### config.mk
export PLATFORM = sky130hd
export DESIGN_NAME = utf8_stream_decoder_top_flat
export DESIGN_NICKNAME = d
export VERILOG_FILES = /design/src/hdl/utf8sd_pkg.sv /design/src/hdl/utf8sd_byte_if.sv /design/src/hdl/utf8sd_cp_if.sv /design/src/hdl/utf8sd_core.sv /design/src/hdl/utf8sd_fifo.sv /design/src/hdl/utf8_stream_decoder_top.sv /design/src/flat_wrapper.sv
export SDC_FILE = /design/constraint.sdc
export NUM_CORES = 1
export LEC_CHECK = 0
export BUFFER_PORTS_ARGS = -buffer_cell sky130_fd_sc_hd__buf_2
export CAP_MARGIN = 30
export CORE_ASPECT_RATIO = 1.5
export CORE_MARGIN = 2
export CORE_UTILIZATION = 35
export DETAILED_ROUTE_END_ITERATION = 8
export MAX_ROUTING_LAYER = met4
export PLACE_DENSITY = 0.62
export SYNTH_ARGS = -nofsm -noshare
export SYNTH_HDL_FRONTEND = slang
export SYNTH_SLANG_ARGS = --single-unit
### constraint.sdc
create_clock -name clk -period 3.35 [get_ports clk]
set_input_delay 0.335 -clock clk [delete_from_list [all_inputs] [get_ports clk]]
set_output_delay 0.335 -clock clk [all_outputs]
set_load 0.01 [all_outputs]
### src/hdl/utf8sd_pkg.sv
`timescale 1ns / 1ps
// ----------------------------------------------------------------------------
// utf8sd_pkg
// Shared types, constants and the byte classifier for the UTF-8 stream
// decoder.
// ----------------------------------------------------------------------------
package utf8sd_pkg;

    localparam int BYTE_W = 8;
    localparam int CP_W   = 21;

    localparam logic [CP_W-1:0] REPLACEMENT_CHAR = 21'h00FFFD;

    typedef enum logic [2:0] {
        CLS_ASCII,
        CLS_CONT,
        CLS_LEAD2,
        CLS_LEAD3,
        CLS_LEAD4,
        CLS_INVALID
    } byte_class_t;

    typedef struct packed {
        logic [CP_W-1:0] code_point;
        logic            last;
    } result_t;

    // results handed from the decoder to the result queue in one cycle
    typedef struct packed {
        logic [1:0] count;
        result_t    first;
        result_t    second;
    } push_t;

    function automatic byte_class_t classify(input logic [BYTE_W-1:0] b);
        byte_class_t cls;
        priority casez (b[7:3])
            5'b0????: cls = CLS_ASCII;
            5'b10???: cls = CLS_CONT;
            5'b110??: cls = CLS_LEAD2;
            5'b1110?: cls = CLS_LEAD3;
            5'b11110: cls = CLS_LEAD4;
            default:  cls = CLS_INVALID;
        endcase
        return cls;
    endfunction

endpackage

### src/hdl/utf8sd_byte_if.sv
`timescale 1ns / 1ps
// ----------------------------------------------------------------------------
// utf8sd_byte_if
// Valid/ready channel carrying one raw input byte per transaction.
// ----------------------------------------------------------------------------
interface utf8sd_byte_if;
    import utf8sd_pkg::*;

    logic              valid;
    logic              ready;
    logic [BYTE_W-1:0] byte_in;

    modport source (output valid, output byte_in, input ready);
    modport sink   (input valid, input byte_in, output ready);
endinterface

### src/hdl/utf8sd_cp_if.sv
`timescale 1ns / 1ps
// ----------------------------------------------------------------------------
// utf8sd_cp_if
// Valid/ready channel carrying one decoded code point per transaction.
// ----------------------------------------------------------------------------
interface utf8sd_cp_if;
    import utf8sd_pkg::*;

    logic            valid;
    logic            ready;
    logic [CP_W-1:0] code_point;
    logic            last;

    modport source (output valid, output code_point, output last, input ready);
    modport sink   (input valid, input code_point, input last, output ready);
endinterface

### src/hdl/utf8sd_core.sv
`timescale 1ns / 1ps
// ----------------------------------------------------------------------------
// utf8sd_core
// Input byte register, pending sequence state and combinational decode of
// one byte into zero, one or two results.
// ----------------------------------------------------------------------------
module utf8sd_core (
    input  logic                        clk,
    input  logic                        rst_n,
    input  logic                        in_valid,
    output logic                        in_ready,
    input  logic [utf8sd_pkg::BYTE_W-1:0] in_byte,
    input  logic                        room2,
    output utf8sd_pkg::push_t           push
);
    import utf8sd_pkg::*;

    logic              byte_valid_reg;
    logic              byte_valid_next;
    logic [BYTE_W-1:0] byte_reg;
    logic [1:0]        pend_count_reg;
    logic [1:0]        pend_count_next;
    logic [CP_W-1:0]   pend_value_reg;
    logic [CP_W-1:0]   pend_value_next;

    logic              advance;
    logic              in_take;
    byte_class_t       cls;
    logic [1:0]        count_dec;
    logic [CP_W-1:0]   cont_bits;
    logic [CP_W-1:0]   cont_value;
    logic [CP_W-1:0]   ascii_value;
    push_t             push_comb;

    assign advance  = byte_valid_reg && room2;
    assign in_ready = !byte_valid_reg || room2;
    assign in_take  = in_valid && in_ready;

    assign cls         = classify(byte_reg);
    assign count_dec   = pend_count_reg - 2'd1;
    assign cont_value  = pend_value_reg | cont_bits;
    assign ascii_value = {14'b0, byte_reg[6:0]};

    // continuation payload placed at six times the count still expected
    always_comb
    begin
        unique case (count_dec)
            2'd0:    cont_bits = {15'b0, byte_reg[5:0]};
            2'd1:    cont_bits = {9'b0, byte_reg[5:0], 6'b0};
            2'd2:    cont_bits = {3'b0, byte_reg[5:0], 12'b0};
            default: cont_bits = '0;
        endcase
    end

    always_comb
    begin
        pend_count_next = pend_count_reg;
        pend_value_next = pend_value_reg;
        push_comb       = '0;
        unique case (cls)
            CLS_CONT:
            begin
                if (pend_count_reg != 2'd0)
                begin
                    pend_count_next = count_dec;
                    pend_value_next = cont_value;
                    if (count_dec == 2'd0)
                    begin
                        push_comb.count = 2'd1;
                        push_comb.first = '{code_point: cont_value, last: 1'b1};
                    end
                end
            end
            CLS_ASCII:
            begin
                pend_count_next = 2'd0;
                if (pend_count_reg != 2'd0)
                begin
                    push_comb.count  = 2'd2;
                    push_comb.first  = '{code_point: REPLACEMENT_CHAR, last: 1'b0};
                    push_comb.second = '{code_point: ascii_value, last: 1'b1};
                end
                else
                begin
                    push_comb.count = 2'd1;
                    push_comb.first = '{code_point: ascii_value, last: 1'b1};
                end
            end
            CLS_LEAD2, CLS_LEAD3, CLS_LEAD4:
            begin
                if (pend_count_reg != 2'd0)
                begin
                    push_comb.count = 2'd1;
                    push_comb.first = '{code_point: REPLACEMENT_CHAR, last: 1'b1};
                end
                unique case (cls)
                    CLS_LEAD2:
                    begin
                        pend_count_next = 2'd1;
                        pend_value_next = {10'b0, byte_reg[4:0], 6'b0};
                    end
                    CLS_LEAD3:
                    begin
                        pend_count_next = 2'd2;
                        pend_value_next = {5'b0, byte_reg[3:0], 12'b0};
                    end
                    default:
                    begin
                        pend_count_next = 2'd3;
                        pend_value_next = {byte_reg[2:0], 18'b0};
                    end
                endcase
            end
            default:
            begin
                // invalid byte dropped, pending sequence kept
            end
        endcase
    end

    always_comb
    begin
        if (in_take)
            byte_valid_next = 1'b1;
        else if (advance)
            byte_valid_next = 1'b0;
        else
            byte_valid_next = byte_valid_reg;
    end

    always_comb
    begin
        push = push_comb;
        if (!advance)
            push.count = 2'd0;
    end

    always_ff @(posedge clk or negedge rst_n)
    begin
        if (!rst_n)
        begin
            byte_valid_reg <= 1'b0;
            pend_count_reg <= 2'd0;
            pend_value_reg <= '0;
        end
        else
        begin
            byte_valid_reg <= byte_valid_next;
            if (advance)
            begin
                pend_count_reg <= pend_count_next;
                pend_value_reg <= pend_value_next;
            end
        end
    end

    always_ff @(posedge clk)
    begin
        if (in_take)
            byte_reg <= in_byte;
    end

endmodule

### src/hdl/utf8sd_fifo.sv
`timescale 1ns / 1ps
// ----------------------------------------------------------------------------
// utf8sd_fifo
// Result queue taking up to two results per cycle and giving one per
// output transaction.
// ----------------------------------------------------------------------------
module utf8sd_fifo #(
    parameter int DEPTH = 4
) (
    input  logic                         clk,
    input  logic                         rst_n,
    input  utf8sd_pkg::push_t            push,
    output logic                         room2,
    output logic                         out_valid,
    input  logic                         out_ready,
    output logic [utf8sd_pkg::CP_W-1:0]  out_code_point,
    output logic                         out_last
);
    import utf8sd_pkg::*;

    localparam int ADDR_W = $clog2(DEPTH);
    localparam int CNT_W  = $clog2(DEPTH + 1);

    result_t           mem [DEPTH];
    logic [ADDR_W-1:0] wr_ptr_reg;
    logic [ADDR_W-1:0] wr_ptr_next;
    logic [ADDR_W-1:0] wr_ptr_inc;
    logic [ADDR_W-1:0] rd_ptr_reg;
    logic [ADDR_W-1:0] rd_ptr_next;
    logic [CNT_W-1:0]  count_reg;
    logic [CNT_W-1:0]  count_next;
    logic              pop;
    result_t           head;

    assign head           = mem[rd_ptr_reg];
    assign out_valid      = count_reg != '0;
    assign out_code_point = head.code_point;
    assign out_last       = head.last;
    assign pop            = out_valid && out_ready;
    assign room2          = count_reg <= CNT_W'(DEPTH - 2);

    assign wr_ptr_inc  = wr_ptr_reg + ADDR_W'(1);
    assign wr_ptr_next = wr_ptr_reg + ADDR_W'(push.count);
    assign rd_ptr_next = rd_ptr_reg + ADDR_W'(pop);
    assign count_next  = count_reg + CNT_W'(push.count) - CNT_W'(pop);

    always_ff @(posedge clk or negedge rst_n)
    begin
        if (!rst_n)
        begin
            wr_ptr_reg <= '0;
            rd_ptr_reg <= '0;
            count_reg  <= '0;
        end
        else
        begin
            wr_ptr_reg <= wr_ptr_next;
            rd_ptr_reg <= rd_ptr_next;
            count_reg  <= count_next;
        end
    end

    always_ff @(posedge clk)
    begin
        if (push.count != 2'd0)
            mem[wr_ptr_reg] <= push.first;
        if (push.count == 2'd2)
            mem[wr_ptr_inc] <= push.second;
    end

endmodule

### src/hdl/utf8_stream_decoder_top.sv
`timescale 1ns / 1ps
// path: a byte is held in the input byte register, decoded there and its
//   results written into the result queue, whose head is offered
// throughput: one byte per cycle while each byte yields at most one result
//   and the output is not stalled; a byte that yields two results needs two
//   output transactions, as the result queue gives one result per cycle
// reset: asynchronous, clears pending sequence, input register and queue
// ----------------------------------------------------------------------------
// utf8_stream_decoder_top
// UTF-8 byte stream decoder: one raw byte in, decoded code points out, with
// U+FFFD for an interrupted sequence.
// ----------------------------------------------------------------------------
module utf8_stream_decoder_top #(
    parameter int FIFO_DEPTH = 4
) (
    input  logic             clk,
    input  logic             rst_n,
    utf8sd_byte_if.sink      byte_stream,
    utf8sd_cp_if.source      cp_stream
);
    import utf8sd_pkg::*;

    push_t push;
    logic  room2;

    utf8sd_core u_core (
        .clk      (clk),
        .rst_n    (rst_n),
        .in_valid (byte_stream.valid),
        .in_ready (byte_stream.ready),
        .in_byte  (byte_stream.byte_in),
        .room2    (room2),
        .push     (push)
    );

    utf8sd_fifo #(
        .DEPTH (FIFO_DEPTH)
    ) u_fifo (
        .clk            (clk),
        .rst_n          (rst_n),
        .push           (push),
        .room2          (room2),
        .out_valid      (cp_stream.valid),
        .out_ready      (cp_stream.ready),
        .out_code_point (cp_stream.code_point),
        .out_last       (cp_stream.last)
    );

endmodule

### src/flat_wrapper.sv
// flat-port wrapper written by rule: the top's interface ports become plain ports
module utf8_stream_decoder_top_flat import utf8sd_pkg::*;
#(
    parameter int FIFO_DEPTH = 4
)
  (clk, rst_n, byte_stream_valid, byte_stream_byte_in, byte_stream_ready, cp_stream_valid, cp_stream_code_point, cp_stream_last, cp_stream_ready);
  utf8sd_byte_if byte_stream_i ();
  utf8sd_cp_if cp_stream_i ();
  input  logic clk;
  input  logic rst_n;
  input wire logic [$bits(byte_stream_i.valid)-1:0] byte_stream_valid;
  input wire logic [$bits(byte_stream_i.byte_in)-1:0] byte_stream_byte_in;
  output wire logic [$bits(byte_stream_i.ready)-1:0] byte_stream_ready;
  output wire logic [$bits(cp_stream_i.valid)-1:0] cp_stream_valid;
  output wire logic [$bits(cp_stream_i.code_point)-1:0] cp_stream_code_point;
  output wire logic [$bits(cp_stream_i.last)-1:0] cp_stream_last;
  input wire logic [$bits(cp_stream_i.ready)-1:0] cp_stream_ready;
  assign byte_stream_i.valid = byte_stream_valid;
  assign byte_stream_i.byte_in = byte_stream_byte_in;
  assign byte_stream_ready = byte_stream_i.ready;
  assign cp_stream_valid = cp_stream_i.valid;
  assign cp_stream_code_point = cp_stream_i.code_point;
  assign cp_stream_last = cp_stream_i.last;
  assign cp_stream_i.ready = cp_stream_ready;
  utf8_stream_decoder_top #(.FIFO_DEPTH(FIFO_DEPTH)) u_core (.clk(clk), .rst_n(rst_n), .byte_stream(byte_stream_i), .cp_stream(cp_stream_i));
endmodule
==> out/metrics.yaml <==
status: "finished, violations left"
violations: "DRC, hold timing"
vias_per_cell: 6.22
grt_use_total_pct: 19.2
hpwl_microns: 11600
seq_power_share_pct: 33.1
finalSetupViolCount: 0
p_leak_nw: 2.68
gp_routability_congestion: 0.893
avgSynthCellArea_sq_um: 11.1
placed_cell_area_sq_mm: 0.00661
antenna_left: 0
grt_pass1_wl_microns: 27800
critical_path_class: "reg2reg"
seq_area_frac_synth_pct: 49.6
synth_most_common_cell: "dfxtp_1"
finalCritPeriodShare_pct: 85.5
synthCells: 560
design_area_sq_mm: 0.00722
cts_tree: "done"
total_power_mw: 7.56
synthTopCellsByCount: "dfxtp_1 (56), a21oi_1 (43), a31oi_1 (40), edfxtp_1 (40), a211oi_1 (36)"
fin_util_pct: 41.5
pwr-share-clk_pct: 25.2
cts_resized: 0
grt_max_degree: 57
synthesis.nets: 583
clk_pin_slew_ps: 60
synthFlopType: "dfxtp_1"
core_area_sq_mm: 0.0174
antenna_found_initial: 0
grt_pass1_vias: 5186
drive_gt1_share_pct: 21.7
clock_latency_ps: 410
min_period_ps: 2870
sw_frac_of_total_pct: 39.2
yosys_register_bits: 127
largest_reg_flops: 88
fmax_mhz: 349
htree_levels: 4
setup_ws_ps: 484
placedCellCount: 775
clock-sinks: 127
internal_power_mw: 4.59
drtPass1Iterations: 8
synth_edf_count: 40
n_antenna_cell: 0
overflow: 0
start_util_pct: 35.8
end_kind: "register"
die_h_microns: 168
cts_setup_buffers: 0
cts_made_buffers: 17
fp.dieArea_sq_mm: 0.0189
power.density_mw_per_mm2: 1050
clock_path_buffers: 2
fin_setup_tns_ps: 0
slew_headroom_pct: 40.4
min_path_type: "in2async"
rsz0062_at_grt: "no"
synthesis.area_sq_mm: 0.00624
finalMaxSlewViolations: 0
synth_top_area_share_pct: 19.2
routed_wirelength_microns: 17200
startpoint_type: "register"
p_switching_mw: 2.97
hold_ws_ps: -21.6
nets: 605
worstPathMaxFanout: 14
timing_hold_violations_final: 17
post-place-ws_ps: 505
wl_per_cell_microns: 21.3
final-instance-count-excl-fill: 808
arrival_ps: 3160
synth.distinct_cells: 56
worst_slew_pin_slew_ps: 892
num_rows: 59
skew_ps: 7.26
synthArstFlopShare_pct: 24.4
root_buffer: "clkbuf_16"
yosysWarnings: 0
area_growth_pct: 15.7
drtIter0Drc: 584
drc_errors: 1
vdd_drop_max_mv: 0.390
hold_buffers: 0
p_comb_share_pct: 41.8
maxCapViolations: 0
num_vias: 5024
numPortBuffers: 35
synth.area.top_cells: "edfxtp_1 (19%), dfxtp_1 (18%), dfrtp_1 (12%), mux4_2 (7.9%), a211oi_1 (4.3%)"
cp_data_required_time_ps: 3650
io_pins: 36
dieWidth_microns: 113
yosysTopAreaCell: "edfxtp_1"
layout make-up:
| class | count | area (sq um) |
|---|---|---|
| multi-input cells | 360 | 2840 |
| flip-flops and latches | 127 | 3100 |
| inverters | 18 | 67.6 |
| fillers | 1643 | 10200 |
| clock buffers | 22 | 474 |
| repair buffers | 58 | 345 |
| well taps | 213 | 267 |
| clock inverters | 10 | 134 |
metal layers:
layer / global-route usage, % / share of wire (%) / vias to the layer above
met2: 31.4 / 52 / 263
met1: 22.4 / 39 / 2466
li1: - / - / 2244
met5: - / 0 / -
met3: 4.23 / 6.6 / 51
met4: 9.07 / 3.3 / 0
final timing paths:
path | start | end | slack, ps | cells after the start
worst min-delay path | rst_n | u_core.u_core.pend_value_reg[3] | -20 | 1
worst max register to register | u_core.u_core.pend_count_reg[0] | u_core.u_fifo.count_reg[2] | 480 | 10
worst max-delay path | u_core.u_core.pend_count_reg[0] | u_core.u_fifo.count_reg[2] | 480 | 10
min in group clk | byte_stream_byte_in[7] | u_core.u_core.byte_reg[7] | 90 | 1
worst min register to register | u_core.u_core.pend_value_reg[19] | u_core.u_core.pend_value_reg[19] | 470 | 2
max in group asynchronous | rst_n | u_core.u_fifo.wr_ptr_reg[0] | 2880 | 1
power groups by stage:
stage	combinational (mW)	clock [mW]	sequential, mW
after floorplan	2.36	0	2.35
after global placement	3.06	0	2.49
after detailed placement	3.13	0	2.52
after CTS	3.14	1.93	2.49
after global routing	3.44	2.00	2.56
final	3.16	1.90	2.50
layout by cell type (no fill, tap or decap), types with 8 or more instances in the layout:
cell        n
o22ai_1     8
ha_1       10
mux4_2     22
clkbuf_16  17
and2_1      9
buf_4      22
a21oi_1    43
o21a_1     10
a211oi_1   36
edfxtp_1   40
inv_1      17
o21ai_0    14
buf_2      36
nand4_1    21
o31ai_1    23
dfxtp_1    56
dfrtp_1    31
nor2_1     17
nand2_1    16
a22o_1     27
a31oi_1    40
critical path: stages (launching register included):
cell,delay [ps]
dfrtp_1,400
inv_1,110
ha_1,370
and2b_1,370
a221oi_4,90
or3_1,390
ha_1,290
inv_1,40
ha_1,180
fa_1,380
xnor2_1,130
logic make-up (layout without fill, tap and decap cells):
family          after synthesis  after routing  synth area share, %
compound gates              221            221                 24.9
xor+xnor                      5              5                0.702
fa+ha+maj                    11             11                 2.33
buf+inv                      73            108                 5.07
flops                       127            127                 49.6
mux                          23             23                 8.10
simple gates                100            100                 9.26
Note: power is estimated with default switching activity, not from simulation.
